**src/hdl/wwm_pkg.sv**
```systemverilog
// Package for the weighted window median unit: widths, register indexes,
// status codes and the packed tile-store word.
// No dependencies.
package wwm_pkg;

	localparam int MAX_TILES    = 64;
	localparam int ADDR_W       = $clog2(MAX_TILES);
	localparam int CNT_W        = ADDR_W + 1;
	localparam int DENSITY_BITS = 32;
	localparam int WEIGHT_BITS  = 16;
	localparam int WTOT_W       = WEIGHT_BITS + ADDR_W;
	localparam int FRAC_W       = 16;
	localparam int POS_W        = 38;
	localparam int BOUND_W      = 40;
	localparam int CMP_W        = 42;
	localparam int DEN_W        = 40;
	localparam int NUM_W        = 72;
	localparam int MUL_W        = 32;
	localparam int TILE_W       = DENSITY_BITS + WEIGHT_BITS;
	localparam int DIV_CNT_W    = $clog2(DENSITY_BITS + 1);

	typedef enum logic [2:0] {
		REG_CENTER     = 3'd0,
		REG_HALF_WIDTH = 3'd1,
		REG_SHIFT_LIM  = 3'd2,
		REG_FRAC_FLOOR = 3'd3,
		REG_SHIFT_GAIN = 3'd4,
		REG_FLOAT_EN   = 3'd5
	} reg_index_t;

	typedef enum logic [1:0] {
		ST_OK       = 2'd0,
		ST_NO_TILES = 2'd1,
		ST_EMPTY    = 2'd2
	} status_t;

	typedef struct packed {
		logic [WEIGHT_BITS-1:0]  weight;
		logic [DENSITY_BITS-1:0] density;
	} tile_t;

endpackage

```
**src/hdl/wwm_mul.sv**
```systemverilog
// Shared unsigned multiplier with a registered product.
// Depends on wwm_pkg.
module wwm_mul import wwm_pkg::*; (
	input  logic               clk,
	input  logic [MUL_W-1:0]   a,
	input  logic [MUL_W-1:0]   b,
	output logic [2*MUL_W-1:0] p
);
	// register the product
	always_ff @(posedge clk) begin
		p <= a * b;
	end
endmodule

```
**config.mk**
```make
export PLATFORM = sky130hd
export DESIGN_NAME = wwm_mul
export DESIGN_NICKNAME = d
export VERILOG_FILES = /design/src/hdl/wwm_pkg.sv /design/src/hdl/wwm_mul.sv
export SDC_FILE = /design/constraint.sdc
export NUM_CORES = 2
export LEC_CHECK = 0
export BUFFER_PORTS_ARGS = -buffer_cell sky130_fd_sc_hd__buf_4
export CAP_MARGIN = 20
export CORE_MARGIN = 2
export CORE_UTILIZATION = 55
export DETAILED_ROUTE_END_ITERATION = 10
export PLACE_DENSITY = 0.82
export SLEW_MARGIN = 25
export SYNTH_ARGS = -nofsm -noshare
export SYNTH_HDL_FRONTEND = slang
export SYNTH_SLANG_ARGS = --single-unit
```
**constraint.sdc**
```tcl
create_clock -name clk -period 19.9 [get_ports clk]
set_input_delay 3.98 -clock clk [delete_from_list [all_inputs] [get_ports clk]]
set_output_delay 3.98 -clock clk [all_outputs]
set_load 0.005 [all_outputs]
```
### Yosys cells after proc, flatten, opt, wreduce, memory -nomap -nowiden

Index checks and enable logic that the tools add are counted.

* flip-flop bits (word level): 64
* output and inout port bits: 64
* word-level logic and storage cells: 2

* multipliers: 1

Operator list (number)
* 32-bit by 32-bit multiplier with 64-bit output: 1

### Depth between registers and ports, before layout

* depth in word-level cells: 1
* depth in mapped cells: 29

### Worst setup path after synthesis

OpenSTA, ideal clock, no wires.

* kind: input-to-reg
* start point: input port a[25]
* end point: register p[62]
* setup time: 72 ps
* data arrival time: 10661 ps
* setup slack: 9167 ps
* cell stages on the path: 25
* buffers on the path: 2
* cell sequence: clkbuf_1 -> nand2_1 -> fa_1 -> inv_1 -> fa_1 -> inv_1 -> fa_1 -> inv_1 -> fa_1 -> fa_1 -> fa_1 -> fa_1 -> inv_1 -> fa_1 -> inv_1 -> ha_1 -> buf_2 -> nand4_1 -> or4_1 -> or3_1 -> a31oi_1 -> a31o_2 -> a211oi_1 -> o21ai_1 -> xor2_1

* word-level cells in the longest chain between the ends: 1

Ends and longest elaborated chain
* start, declared: line wwm_mul.sv:5 `input logic [MUL_W-1:0] a,`
* 32-bit by 32-bit multiplier with 64-bit output: line wwm_mul.sv:11 `p <= a * b;`
* end signal, assigned: line wwm_mul.sv:11
* end, declared: line wwm_mul.sv:7 `output logic [2*MUL_W-1:0] p`

Every way passes these cells.

### Worst setup path after layout

* start point: input port b[9]
* end point: register p[62]

* word-level cells in the longest chain between the ends: 1

Ends and longest elaborated chain
* start, declared: line wwm_mul.sv:6 `input logic [MUL_W-1:0] b,`
* 32-bit by 32-bit multiplier with 64-bit output: line wwm_mul.sv:11

Every way passes these cells.

==> metrics.md <==
| Metric | Value |
|---|---|
| Regs by FF count | p (64) |
| CTS root buffer | clkbuf_16 |
| Placed Area | 35860 um^2 |
| Worst slew pin tran | 698.7 ps |
| Htree depth | 3 |
| MaxCap Viol Count | 0 |
| Run status | finished clean |
| Row count | slightly above 90 |
| Clock Sinks | between 60 and 70 |
| Placer's final routability congestion estimate | around 0.94 |
| Remaining DRCs | 0 |
| Post-layout min period | approximately 11000 ps |
| Synth top area share | 0.5173 |
| Most frequent cells after synthesis | 896 x fa_1, 865 x inv_1, 602 x and2_1, 480 x nand2_1, 263 x ha_1 |
| CTS Buffer Depth | 2 |
| Final number of hold-violating endpoints | 0 |
| RSZ-0062 raised after global routing | false |
| Synthesized netlist cell count | around 3700 |
| Die height | approximately 260 um |
| # IOs | roughly 130 |
| Critical path cell sequence | buf_4 -> nand2_1 -> fa_1 -> inv_1 -> fa_1 -> inv_1 -> fa_1 -> inv_1 -> fa_1 -> fa_1 -> fa_1 -> fa_1 -> inv_1 -> fa_1 -> inv_1 -> ha_1 -> nand4_1 -> or4_1 -> or3_1 -> a31oi_1 -> a31o_2 -> a211oi_1 -> o21ai_1 -> xor2_1 |
| Worst-path clk slew | ~60 ps |
| Core Footprint | 62740 um^2 |
| Cts repair resizes | 0 |
| Starting density of the core | 0.5527 |
| Largest Register | p |
| CP delay by family, top | adder cells |
| Post-Syn Nets | 4972 |
| Hold Crit Class | in2reg |
| Worst-path fanout max | 32 |
| Setup-failing EPs final | 0 |
| Number of global-route vias before repair | 28250 |
| Post-synth EDFFs | 0 |
| Post-synth top area cell | fa_1 |
| DR WL/cell | around 20 um |
| Initial antenna violation count | 1 |
| Nets | 4891 |
| Vias | approximately 25000 |
| Setup TNS | 0 ps |
| Async SR Flop Fraction | 0 |
| CP startpoint kind | primary input |
| GRT Residual Overflow | 0 |
| Avg Inst Size Synth | approximately 9.3 um^2 |
| Rel. slew slack | 0.5310 |
| Top_reg_cell synth | dfxtp_1 |
| Cts bufs inserted | 9 |
| Post-route ant nets | 0 |
| Register area | ~1300 um^2 |
| Dpl hpwl | between 70 and 80 mm |
| Layout cells sized above 1 | 0.04357 |
| Die width | ~260 um |
| Most used cell, CP | fa_1 |
| Flops & latches, synth | 64 |
| Layout fillers | around 5300 |
| Vias per std cell | roughly 5.6 |
| Final wirelength | a little under 90 mm |
| Post-synthesis cell type count | 57 |
| Crit path kind | in2reg |
| Crit path buf inv count | 6 |
| Achievable Freq | 87.27 MHz |
| Synth top area cells | fa_1 52%, and2_1 11%, ha_1 9.5% |
| Sequential area share after synthesis | 0.03695 |
| CP required | approximately 20000 ps |
| Multi-input gate area | slightly below 30000 um^2 |
| CTS tree | yes |
| Largest stage delay, worst path | slightly above 600 ps |
| Syn-to-layout area delta | 4.435% |
| Final Cycle Share | 0.5758 |
| Post-CTS Hold Fix Bufs | 0 |
| Finished Cell Area | 36210 um^2 |
| Ys Warns | 0 |
| Largest net degree at the start of global routing | 33 |
| Worst path slowest cell | a31oi_1 |
| Max-slew violations | 0 |
| Max reg flops | between 60 and 70 |
| Initial DRC count | between 1500 and 2000 |
| Postcts setup bufs | 0 |
| Port-buffer cells | 128 |
| First-pass DRT Iterations | 6 |
| Arrival @ worst endpoint | around 12000 ps |
| First-pass GRT wire length | approximately 140 mm |
| Synthesized cell area | 34680 um^2 |
| GRT Util Overall | 0.2885 |
| Worst setup EP type | register |
| Die area | ~65000 um^2 |
| Top-count cell post-synth | fa_1 |
layout by cell type, fill, tap and decap left out, types with 4 or more instances in the layout:
cell type and n:
and3_1 14, nand3_1 10, buf_4 128, a221o_1 4, nor2_1 20, a21o_1 40
inv_1 865, o21ai_1 5, o21bai_1 10, xnor2_1 35, a21oi_1 63, ha_1 263
fa_1 896, clkbuf_16 9, o21a_1 9, o21ai_0 21, nand2_1 480, dfxtp_1 64
a31oi_1 12, nand4_1 23, nor3_1 7, and2_1 602, xor2_1 25
through the flow:
step | hold slack (ps) | std cells | util | setup slack [ps]
after floorplan | 4107 | 3748 | - | 9167
after global placement | 4359 | 4502 | 0.5716 | 8425
after detailed placement | 4359 | 4502 | 0.5716 | 8285
after CTS | 4112 | 4518 | 0.5772 | 8627
after global routing | 4127 | 4519 | 0.5772 | 8263
final | 4129 | 4520 | 0.5772 | 8442
kinds of logic after synthesis:
group,Yosys count,share of synthesized area
multiplexers,1,0.0002887
AO/OA/AOI/OAI,202,0.04153
adder cells (fa/ha/maj),1159,0.6122
buffers and inverters,1085,0.1177
flip-flops,64,0.03695
XOR/XNOR,60,0.01515
AND/OR/NAND/NOR,1177,0.1762
metal layers:
layer  GRT usage  part of all wire
met1      0.3267              0.34
met2      0.4972              0.51
met3     0.04109             0.067
met4      0.2164             0.089
met5           0                 0
final timing paths:
path	cells past startpoint	endpoint	slack, ps	from
min	2	p[0]	4130	b[0]
max	24	p[62]	8440	b[9]
area by class of cell:
class / instances / area share
multi-input combinational: 2599 / 0.8095
tap: 846 / 0.02923
sequential: 64 / 0.03538
antenna: 2 / 0.0001382
timing repair buffer: 128 / 0.02653
inverter: 865 / 0.08966
clock buffer: 11 / 0.006703
clock inverter: 5 / 0.002868
Power is not shown: default switching activity piles up to over one toggle a cycle in this logic, so the estimate is an artifact.
