`config.mk`:
```
export PLATFORM = sky130hd
export DESIGN_NAME = wwm_div
export DESIGN_NICKNAME = d
export VERILOG_FILES = /design/src/hdl/wwm_pkg.sv /design/src/hdl/wwm_div.sv
export SDC_FILE = /design/constraint.sdc
export NUM_CORES = 1
export LEC_CHECK = 0
export ABC_AREA = 1
export BUFFER_PORTS_ARGS = -buffer_cell sky130_fd_sc_hd__buf_2
export CAP_MARGIN = 40
export CELL_PAD_IN_SITES_DETAIL_PLACEMENT = 0
export CELL_PAD_IN_SITES_GLOBAL_PLACEMENT = 2
export CORE_ASPECT_RATIO = 1.25
export CORE_MARGIN = 1
export CORE_UTILIZATION = 30
export DETAILED_ROUTE_END_ITERATION = 16
export PLACE_DENSITY_LB_ADDON = 0.1
export SETUP_SLACK_MARGIN = 0.2
export SYNTH_ARGS = -nofsm -noshare
export SYNTH_HDL_FRONTEND = slang
export SYNTH_SLANG_ARGS = --single-unit
```
`constraint.sdc`:
```
create_clock -name clk -period 3.6 [get_ports clk]
set_input_delay 0.54 -clock clk [delete_from_list [all_inputs] [get_ports clk]]
set_output_delay 0.54 -clock clk [all_outputs]
set_load 0.01 [all_outputs]
```
`src/hdl/wwm_pkg.sv`:
```
// Package for the weighted window median unit: widths, register indexes,
// status codes and the packed tile-store word.
// No dependencies.
package wwm_pkg;

	localparam int MAX_TILES    = 64;
	localparam int ADDR_W       = $clog2(MAX_TILES);
	localparam int CNT_W        = ADDR_W + 1;
	localparam int DENSITY_BITS = 32;
	localparam int WEIGHT_BITS  = 16;
	localparam int WTOT_W       = WEIGHT_BITS + ADDR_W;
	localparam int FRAC_W       = 16;
	localparam int POS_W        = 38;
	localparam int BOUND_W      = 40;
	localparam int CMP_W        = 42;
	localparam int DEN_W        = 40;
	localparam int NUM_W        = 72;
	localparam int MUL_W        = 32;
	localparam int TILE_W       = DENSITY_BITS + WEIGHT_BITS;
	localparam int DIV_CNT_W    = $clog2(DENSITY_BITS + 1);

	typedef enum logic [2:0] {
		REG_CENTER     = 3'd0,
		REG_HALF_WIDTH = 3'd1,
		REG_SHIFT_LIM  = 3'd2,
		REG_FRAC_FLOOR = 3'd3,
		REG_SHIFT_GAIN = 3'd4,
		REG_FLOAT_EN   = 3'd5
	} reg_index_t;

	typedef enum logic [1:0] {
		ST_OK       = 2'd0,
		ST_NO_TILES = 2'd1,
		ST_EMPTY    = 2'd2
	} status_t;

	typedef struct packed {
		logic [WEIGHT_BITS-1:0]  weight;
		logic [DENSITY_BITS-1:0] density;
	} tile_t;

endpackage

```
`src/hdl/wwm_div.sv`:
```
// Restoring divider, one quotient bit per cycle; quotient known to fit
// DENSITY_BITS. Depends on wwm_pkg.
module wwm_div import wwm_pkg::*; (
	input  logic                    clk,
	input  logic                    arst_n,
	input  logic                    start,
	input  logic [NUM_W-1:0]        num,
	input  logic [DEN_W-1:0]        den,
	output logic                    done,
	output logic [DENSITY_BITS-1:0] quot
);
	logic                    busy_q;
	logic [DIV_CNT_W-1:0]    cnt_q;
	logic [DEN_W-1:0]        rem_q;
	logic [DENSITY_BITS-1:0] low_q;
	logic [DEN_W:0]          trial;
	logic                    fits;

	assign trial = {rem_q, low_q[DENSITY_BITS-1]};
	assign fits  = trial >= {1'b0, den};

	// control
	always_ff @(posedge clk or negedge arst_n) begin
		if (!arst_n) begin
			busy_q <= 1'b0;
			cnt_q  <= '0;
			done   <= 1'b0;
		end else begin
			done <= busy_q && (cnt_q == DIV_CNT_W'(1));
			if (start) begin
				busy_q <= 1'b1;
				cnt_q  <= DIV_CNT_W'(DENSITY_BITS);
			end else if (busy_q) begin
				cnt_q <= cnt_q - DIV_CNT_W'(1);
				if (cnt_q == DIV_CNT_W'(1)) begin
					busy_q <= 1'b0;
				end
			end
		end
	end

	// datapath: shift in one dividend bit, subtract when it fits
	always_ff @(posedge clk) begin
		if (start) begin
			rem_q <= num[NUM_W-1 -: DEN_W];
			low_q <= num[DENSITY_BITS-1:0];
		end else if (busy_q) begin
			rem_q <= fits ? DEN_W'(trial - {1'b0, den}) : trial[DEN_W-1:0];
			low_q <= {low_q[DENSITY_BITS-2:0], 1'b0};
			quot  <= {quot[DENSITY_BITS-2:0], fits};
		end
	end
endmodule

```
# After elaboration in Yosys (flattened, before gate mapping)
# Cells that the tools add are included.
# op_classes
muxes,10
magnitude_cmp,1
n_bitwise,1
reduce_logical,3
eq_ne,1
addsub,2
# ops
op,count
two-way mux 40 bit,3
two-way mux 32 bit,2
>= comparator 41 x 40 -> 1 bit,1
subtractor 40 bit,1
two-way mux 6 bit,2
"== test 6 x 1 -> 1 bit, second input constant",1
"subtractor 6 x 1 -> 6 bit, second input constant",1
two-way mux 1 bit,3
AND reduction 2 bit,1
nonzero test 2 bit,1
logical AND 1 bit,1
inverter 1 bit,1
# totals
input_bits,115
word_cells,24
out_inout_bits,33
regBits,112

# Depth between registers and ports, before layout
# Gate-level depths: netlist of run 1.
# depth
ltp_word,4
mapped_depth,17

# Worst setup path after synthesis of run 1
# No wires, ideal clock.
# synth_path
path_type,input port to flip-flop
startpoint,input port start
endpoint,register low_q[0] (enable)
required_time_ns,2.849
arrival_time_ns,2.126
setup_slack_ns,0.723
path_stages,3
cell_sequence,inv_1 clkbuf_1 nand2_1
# synth_via
elab_chain_cells,1
# synth_rtl
item,line_no,rtl
start: declaration,wwm_div.sv:6,"input logic start,"
nonzero test 2 bit (no line),n/a,
end signal: assignment,wwm_div.sv:46,low_q <= num[DENSITY_BITS-1:0];
end signal: assignment,wwm_div.sv:49,"low_q <= {low_q[DENSITY_BITS-2:0], 1'b0};"
end: declaration,wwm_div.sv:15,logic [DENSITY_BITS-1:0] low_q;
# No other way between the ends.
# A chain may end at the register's enable or synchronous reset.

# Worst setup path after layout of run 1
# layout_path
startpoint,register low_q[31]
endpoint,"register rem_q[36], data pin"
# layout_via
elab_chain_cells,4
# layout_rtl
item,line_no,rtl
subtractor 40 bit or >= comparator 41 x 40 -> 1 bit (tied branches),"wwm_div.sv:48, wwm_div.sv:20",
two-way mux 40 bit *,wwm_div.sv:48,"rem_q <= fits ? DEN_W'(trial - {1'b0, den}) : trial[DEN_W-1:0];"
two-way mux 40 bit *,wwm_div.sv:47,end else if (busy_q) begin
two-way mux 40 bit *,wwm_div.sv:44,if (start) begin
end signal: assignment,wwm_div.sv:45,rem_q <= num[NUM_W-1 -: DEN_W];
end signal: assignment,wwm_div.sv:48,
end: declaration,wwm_div.sv:14,logic [DEN_W-1:0] rem_q;
# Mark *: on every way between the ends. The rest lies on a longest branch, timed or not. The select of a mux whose other input is x is not followed.

==> flow_metrics.tcl, run 1 <==
set metrics [dict create \
    status "completed" \
    drtAntennaViolNets 0 \
    start_kind "flip-flop" \
    hold_slack_ps 421 \
    ys.flop_type "edfxtp_1" \
    ir_drop_v 0.000275 \
    met2WireLength_mm 12.6 \
    clockPowerShare 0.155 \
    overflow 0 \
    cp_top_family "simple AND/OR/NAND/NOR gates" \
    yosysTopAreaCellShare 0.374 \
    yosys-top-cells-area "edfxtp_1, nand2_1, inv_1" \
    place_inst 1677 \
    end_kind "flip-flop" \
    yosysTopAreaCell "edfxtp_1" \
    io_buffers 147 \
    initial_core_util 0.309 \
    rsz0062_at_grt "false" \
    met1_length_mm 11.9 \
    first_iter_violations 271 \
    hpwl_mm 20.4 \
    routed_wl_mm 26.0 \
    row_count 67 \
    grt_usage 0.191 \
    layout_commonest_cell "nand2_1" \
    place.gp.congestion 0.857 \
    slowest_stage "fa_1" \
    h-tree-depth 3 \
    total_power_mw 7.13 \
    synth_nets 1361 \
    async_flop_share 0.0714 \
    dr.pass1.iters 5 \
    ios 148 \
    ys_ff_latch 112 \
    finalCritPeriodShare 0.730 \
    yosys_warnings 0 \
    final_hold_viol_count 0 \
    die_y_um 189 \
    powerDensity_mw_per_mm2 726 \
    worst_pin_slew_ps 863 \
    cp_data_arrival_time_ps 2770 \
    setup_tns_ps 0 \
    slew_viol_final 0 \
    hold_path.class "in -> reg" \
    dp_slack_ps 704 \
    drcViolationCount 0 \
    final_layout_size_suffix_gt1_frac 0.151 \
    synth_seq_area_share 0.398 \
    instances_no_fill 1694 \
    final_cell_mix "nand2_1, inv_1, buf_2, edfxtp_1, nand3_1" \
    cts_root_buf "clkbuf_16" \
    clock_sinks 112 \
    layout_setup_ws_ps 971 \
    clk_path_buf_depth 2 \
    nFillCells 3082 \
    grt_max_degree 76 \
    fmax_mhz 380 \
    synth_edf_count 104 \
    finClkSkew_ps 20.1 \
    cts_tree "done" \
    cap_violations 0 \
    fin_nets 1502 \
    synth.avg_cell_area_um2 6.95 \
    cpPeakStageDelay_ps 460 \
    min_period_ps 2630 \
    synth_area_mm2 0.00836 \
    clk_pin_slew_ps 90 \
    postCtsSetupBuffers 0 \
    cts-buffers-inserted 9 \
    finalSetupViolCount 0 \
    path_class "reg -> reg" \
    grt_pass1_wl_mm 41.4 \
    swShare 0.470 \
    syn2layout_area_growth_pct 17.5 \
    p_leak_nw 5.31 \
    path_cells "inv_1, ha_1, inv_1, fa_1, nand2_1, nand3_1, and2_1, nand3_1, nand3_1, nand2_1, nand2_1, nand2_1, nand3_1, nand2_1, nand2_1" \
    grt_pass1_vias 7796 \
    crit_required_ps 3740 \
    via_per_inst 4.47 \
    power_frac_seq 0.279 \
    wl_met3_um 982 \
    path_max_fanout 4 \
    yosys.cell_types.count 39 \
    p_switching_mw 3.35 \
    num_antenna_cells 0 \
    syn_inst 1203 \
    die_area_mm2 0.0285 \
    core_area_mm2 0.0271 \
    path_buf_inv 2 \
    clock_latency_ps 380 \
    wl_per_cell_um 15.4 \
    antenna_found_initial 2 \
    highest_layer "met5" \
    fp.dieW_um 151 \
    combPwrFrac 0.565 \
    vias 7565 \
    slew_headroom 0.425 \
    crit_path_frequent_cell "nand2_1" \
    p_int_mw 3.78 \
]
## what timing repair did
item                       4_1_cts  5_1_grt
hold buffers                     1        0
hold endpoints to repair         8        0
gates resized for setup          0        0
setup endpoints to repair        0        0
## cell families (layout without fill, tap and decap cells)
logic type | after synthesis | in the layout | synth area share
AOI/OAI and AO/OA | 51 | 51 | 0.0340
xor gates and xnor gates | 21 | 21 | 0.0220
adders and majority gates | 43 | 43 | 0.0653
buffers and inverters | 235 | 381 | 0.110
DFF | 112 | 112 | 0.398
and+or+nand+nor | 741 | 741 | 0.371
## flip-flops by register name (all words and copies together) (netlist names)
signal  count
done        1
busy_q      1
quot       32
low_q      32
rem_q      40
cnt_q       6
## Yosys cell counts, types with 4 or more instances
library cell and count:
nand2_1 521, inv_1 193, edfxtp_1 104, nand3_1 82, nor2_1 72, ha_1 42
nand3b_1 37, a21oi_1 28, xnor2_1 20, clkbuf_1 14, inv_2 13, o21ai_0 11
dfrtp_1 8, nor3_1 8, buf_2 6, and2_1 5, nor2_2 5, buf_4 4
## path summary, 6_finish.rpt
kind	start	endpoint	slack [ps]	cells past startpoint
max	low_q[31]	rem_q[36]	970	15
min in group asynchronous	arst_n	cnt_q[0]	520	2
max in group asynchronous	arst_n	cnt_q[1]	2880	2
max reg2reg	low_q[31]	rem_q[36]	970	15
min reg2reg	quot[27]	quot[28]	440	0
min	num[0]	low_q[0]	420	3
## layout make-up
| cell class | instances | area [um^2] | share of cell area |
|---|---|---|---|
| flip-flops and latches | 112 | 3320 | 0.338 |
| well taps | 345 | 432 | 0.0439 |
| inverters | 207 | 777 | 0.0791 |
| multi-input cells | 856 | 4130 | 0.421 |
| clock inverters | 7 | 81.3 | 0.00828 |
| repair buffers | 158 | 853 | 0.0869 |
| clock buffers | 9 | 225 | 0.0229 |
## worst reg2reg max path, cell delays in order, from the launching register on
cell	delay, ps
edfxtp_1	360
inv_1	80
ha_1	130
inv_1	80
fa_1	460
nand2_1	130
nand3_1	100
and2_1	200
nand3_1	100
nand3_1	210
nand2_1	240
nand2_1	70
nand2_1	60
nand3_1	60
nand2_1	90
nand2_1	40
## metal layers
layer	global-route usage	up-vias
li1	-	4015
met1	0.244	3403
met2	0.323	123
met3	0.0351	20
met4	0.0538	4
met5	0	-
## through the flow
stage                      util  instance area, um^2
final                     0.363                 9820
after detailed placement  0.351                 9510
after global placement    0.350                 9480
after CTS                 0.363                 9820
after floorplan               -                 8360
after global routing      0.363                 9820
## power by group through the flow
stage	registers, mW	clock network [mW]	logic (mW)
global route	2.04	1.18	4.61
global placement	2.02	0	4.11
detailed placement	2.02	0	4.10
CTS	1.99	1.15	4.12
finish	1.99	1.11	4.03
floorplan	1.97	0	2.96
No activity file was read; power rests on OpenSTA's default activity.
==> run 2, diff against run 1 <==
Settings changed: CORE_UTILIZATION 30 to 28.
Clock period 3.6 ns to 2.2 ns, I/O delays scaled along.
==> run 2 against run 1 <==
Compared with the run above:
- the run now ends with setup timing left
- sequential power rose by 70%
- critical path depth is the same
- cell area is 27% higher
- total power grew 120%
- hold slack lost 200 ps
- count of clock-buffer cells in the layout is the same
- largest cell class unchanged
- largest power group unchanged
==> flow_metrics.tcl, run 2 (synthesized netlist as in run 1, its figures left out) <==
set metrics [dict create \
    wl_per_cell_um 15.2 \
    layout_setup_ws_ps -149 \
    grt_usage 0.202 \
    overflow 0 \
    finalSetupViolCount 41 \
    clockPowerShare 0.115 \
    combPwrFrac 0.671 \
    p_switching_mw 6.75 \
    path_class "reg -> reg" \
    fin_nets 1697 \
    clock_sinks 112 \
    grt_pass1_wl_mm 46.5 \
    total_power_mw 15.8 \
    powerDensity_mw_per_mm2 1260 \
    hpwl_mm 21.9 \
    final_layout_size_suffix_gt1_frac 0.354 \
    drcViolationCount 0 \
    final_hold_viol_count 0 \
    cts_root_buf "clkbuf_16" \
    cts_tree "done" \
    clk_pin_slew_ps 100 \
    min_period_ps 2350 \
    slew_viol_final 0 \
    failed_checks "setup timing" \
    clock_latency_ps 380 \
    ios 148 \
    h-tree-depth 3 \
    postLayoutCoreUtil 0.427 \
    hold_slack_ps 218 \
    finalCritPeriodShare 1.07 \
    path_max_fanout 8 \
    power_frac_seq 0.214 \
    swShare 0.428 \
    vias 8442 \
    placed_cell_area_mm2 0.0109 \
    cts-buffers-inserted 9 \
    clk_path_buf_depth 2 \
    io_buffers 147 \
    drtAntennaViolNets 0 \
    via_per_inst 4.35 \
    initial_core_util 0.285 \
    finClkSkew_ps 16.8 \
    dr.pass1.iters 5 \
    end_kind "flip-flop" \
    first_iter_violations 348 \
    final_cell_mix "nand2_1, inv_1, buf_4, buf_2, edfxtp_1" \
    setup_tns_ps -3890 \
    num_antenna_cells 0 \
    routed_wl_mm 29.4 \
    grt_pass1_vias 8738 \
    cap_violations 0 \
    nFillCells 3101 \
    largest_reg_flops 40 \
    status "complete, but fails checks" \
    register_area_mm2 0.00332 \
    multi_input_area_mm2 0.00502 \
    hold_path.class "in -> reg" \
    largest-register "rem_q" \
    fmax_mhz 426 \
    start_kind "flip-flop" \
    die_y_um 195 \
    grt_max_degree 75 \
    core_area_mm2 0.0293 \
    p_int_mw 9.01 \
    cp_data_arrival_time_ps 2490 \
    row_count 70 \
    fin_area_mm2 0.0125 \
    p_leak_nw 6.49 \
    fp.dieW_um 157 \
    ir_drop_v 0.000413 \
    top_regs "rem_q x40, low_q x32, quot x32" \
    rsz0062_at_grt "true" \
    die_area_mm2 0.0306 \
    syn2layout_area_growth_pct 49.8 \
    slew_headroom 0.647 \
    antenna_found_initial 1 \
    worst_pin_slew_ps 524 \
    crit_required_ps 2340 \
    layout_commonest_cell "nand2_1" \
    place.gp.congestion 0.915 \
]
[run 2: cell types whose count changed in the layout (fill, tap and decap cells not counted), moves of 13 or more]
| cell | before | now |
|---|---|---|
| nor2_1 | 71 | 49 |
| buf_4 | 8 | 178 |
| ha_4 | 0 | 32 |
| nand3_1 | 82 | 61 |
| nand3_2 | 2 | 22 |
| nand2_1 | 520 | 461 |
| nand2_2 | 2 | 51 |
| ha_1 | 42 | 10 |
| nor2_2 | 5 | 18 |
[run 2: cell type report]
type,instances,area share
Timing Repair Buffer,353,0.208
Clock buffer,9,0.0180
Multi-Input combinational cell,856,0.401
Clock inverter,7,0.00640
Sequential cell,112,0.265
Inverter,207,0.0621
Tap cell,396,0.0396
[run 2: stage by stage]
| stage | setup slack [ps] | std cells |
|---|---|---|
| 5_1_grt | -313 | 1940 |
| 2_1_floorplan | 182 | 1203 |
| 4_1_cts | -160 | 1937 |
| 3_3_place_gp | -475 | 1887 |
| 6_report | -149 | 1940 |
| 3_5_place_dp | -470 | 1887 |
[run 2: routing by layer]
metal | vias to the layer above | track usage | share of wire
li1 | 4409 | - | -
met1 | 3830 | 0.241 | 0.43
met2 | 160 | 0.365 | 0.50
met3 | 41 | 0.0293 | 0.035
met4 | 2 | 0.0675 | 0.030
met5 | - | 0 | 0.00044
[run 2: final timing paths]
path	endpoint	start	cells past startpoint	slack [ps]
hold / removal	rem_q[33]	num[65]	3	220
hold reg to reg	quot[17]	quot[16]	0	430
min in group asynchronous	cnt_q[4]	arst_n	2	310
max in group asynchronous	cnt_q[2]	arst_n	2	1700
setup reg to reg	rem_q[7]	rem_q[35]	15	-150
setup / recovery	rem_q[7]	rem_q[35]	15	-150
[run 2: power by group through the flow]
stage	logic (mW)	registers, mW	clock network (mW)
6_report	10.6	3.38	1.82
5_1_grt	11.7	3.44	1.93
4_1_cts	10.5	3.37	1.90
3_5_place_dp	8.80	3.30	0
3_3_place_gp	8.82	3.31	0
2_1_floorplan	4.93	3.25	0
[run 2: timing repair]
action                                  CTS  global route
gates cloned                              6             0
pin swaps                                40            13
resized for setup                       162            29
endpoints found under the hold margin     8             0
endpoints found under the setup margin   41            41
buffers inserted                         27             3
hold buffers                              1             0
[run 2: critical path, cell delays in order (launching register included)]
cell and delay, ps:
edfxtp_1 450, ha_4 320, nand2_2 60, buf_6 120, nor2_4 100, inv_2 50, nor2_2 90, nand2_2 110
a21oi_2 170, nor2_4 100, nand2_8 130, buf_12 120, buf_16 120, nand2_1 50, nand3_1 70, nand2_1 50
==> run 3, diff against run 2 <==
Settings changed: CORE_UTILIZATION 28 to 30.
Clock period 2.2 ns to 2.8 ns, I/O delays scaled along.
==> run 3 against run 2 <==
Compared with the run above:
- the run now ends clean
- clock skew decreased by 1.4 ps
- die area decreased by 6.6%
- clock power decreased by 23%
- register-to-register slack improved by 480 ps
- routed wire length decreased by 9.7%
- hold slack improved by 90 ps
- fmax decreased by 4.9%
- core utilization decreased by 5.2 points
- critical path depth decreased by 2
- first-iteration DRC count decreased by 20%
- critical endpoint is now rem_q[37]
- largest cell class unchanged
==> flow_metrics.tcl, run 3 (synthesized netlist as in run 1, its figures left out) <==
set metrics [dict create \
    grt_pass1_wl_mm 41.5 \
    regToRegStartpoint "rem_q[18]" \
    status "completed" \
    drcViolationCount 0 \
    crit_path_frequent_cell "nand2_1" \
    met1_length_mm 12.3 \
    grt_max_degree 75 \
    rsz0062_at_grt "true" \
    powerDensity_mw_per_mm2 939 \
    cp_data_arrival_time_ps 2610 \
    cts_root_buf "clkbuf_16" \
    final_cell_mix "nand2_1, inv_1, buf_2, edfxtp_1, nand3_1" \
    placed_cell_area_mm2 0.00958 \
    clk_path_buf_depth 2 \
    largest-register "rem_q" \
    syn2layout_area_growth_pct 21.3 \
    ios 148 \
    clock_sinks 112 \
    slew_headroom 0.439 \
    fmax_mhz 405 \
    top_regs "rem_q x40, low_q x32, quot x32" \
    wl_per_cell_um 15.6 \
    hold_path.class "in -> reg" \
    end_kind "flip-flop" \
    row_count 67 \
    finalCritPeriodShare 0.882 \
    antenna_found_initial 0 \
    largest_reg_flops 40 \
    p_leak_nw 5.41 \
    dr.pass1.iters 4 \
    slowest_stage "edfxtp_1" \
    h-tree-depth 3 \
    routed_wl_mm 26.5 \
    final_layout_size_suffix_gt1_frac 0.182 \
    min_from "num[41]" \
    worst_pin_slew_ps 842 \
    hold_slack_ps 307 \
    min_period_ps 2470 \
    startpoint "rem_q[18]" \
    cpPeakStageDelay_ps 420 \
    path_max_fanout 20 \
    final_hold_viol_count 0 \
    via_per_inst 4.44 \
    finClkSkew_ps 15.4 \
    die_y_um 189 \
    io_buffers 147 \
    core_area_mm2 0.0271 \
    overflow 0 \
    nFillCells 2957 \
    finalSetupViolCount 0 \
    grt_usage 0.191 \
    fp.dieW_um 151 \
    regToRegSetupSlack_ps 330 \
    drtAntennaViolNets 0 \
    fin_nets 1512 \
    met2WireLength_mm 13.0 \
    first_iter_violations 277 \
    slew_viol_final 0 \
    setup_tns_ps 0 \
    cts-buffers-inserted 9 \
    cts_tree "done" \
    clk_pin_slew_ps 100 \
    clock_latency_ps 380 \
    place.gp.congestion 0.836 \
    path_class "reg -> reg" \
    vias 7569 \
    highest_layer "met4" \
    hpwl_mm 20.0 \
    fin_area_mm2 0.0101 \
    start_kind "flip-flop" \
    initial_core_util 0.309 \
    num_antenna_cells 0 \
    wl_met3_um 971 \
    grt_pass1_vias 7756 \
    ir_drop_v 0.000382 \
    layout_commonest_cell "nand2_1" \
    path_cells "ha_1, nand2_1, nor2_1, inv_2, nor2_2, nand3_1, nand2_1, nor2_4, nand2_4, buf_12, nand3_1, nand2_1, nand2_1" \
    crit_required_ps 2940 \
    die_area_mm2 0.0285 \
    cap_violations 0 \
]
[run 3: changes by cell type in the layout (fill, tap and decap cells not counted), sizes merged]
cell	previous run	this run
inv	211	210
clkinvlp	1	0
buf	352	165
clkinv	2	4
clkbuf	9	11
[run 3: where the power goes]
part           internal, mW  switching, mW  total, mW
combinational          2.10           3.44       5.54
clock                 0.644          0.762       1.41
sequential             2.34          0.224       2.57
total                  5.09           4.43       9.52
[run 3: layout make-up]
class | instances | area (um^2) | share of cell area
multi-input combinational | 856 | 4320 | 0.426
sequential | 112 | 3320 | 0.328
timing repair buffer | 168 | 985 | 0.0971
inverter | 207 | 777 | 0.0766
tap | 345 | 432 | 0.0426
clock buffer | 9 | 225 | 0.0222
clock inverter | 7 | 78.8 | 0.00778
[run 3: layer usage]
layer | global-route usage | vias up
met4 | 0.0423 | 0
met1 | 0.246 | 3378
met2 | 0.331 | 141
li1 | - | 4037
met5 | 0 | -
met3 | 0.0283 | 13
[run 3: worst max-delay path, delay by kind of cell, from the launching register on]
family,cells,cell delay [ps]
adder cells (fa/ha/maj),1,340
buffers and inverters,2,270
flip-flops,1,420
AND/OR/NAND/NOR,10,1190
[run 3: worst paths after layout]
path,to,depth (start not counted)
worst min register to register,quot[6],0
worst max register to register,rem_q[37],13
worst min-delay path,rem_q[9],3
min in group asynchronous,cnt_q[1],2
worst max-delay path,rem_q[37],13
max in group asynchronous,cnt_q[3],2
[run 3: repair_timing]
item / in CTS / in global routing
resized for setup: 4 / 36
gates cloned: 0 / 2
hold buffers: 1 / 0
setup endpoints to repair: 10 / 40
hold endpoints to repair: 8 / 0
buffers inserted: 0 / 1
pin swaps: 0 / 3
[run 3: stage by stage]
stage                     std cells   util  power (mW)  setup WS [ps]
after floorplan                1203      -        6.35            535
after global placement         1684  0.354        8.01          -36.1
after detailed placement       1684  0.354        7.98           4.21
after CTS                      1701  0.366        9.47            167
after global routing           1704  0.374        10.5            159
final                          1704  0.374        9.52            330
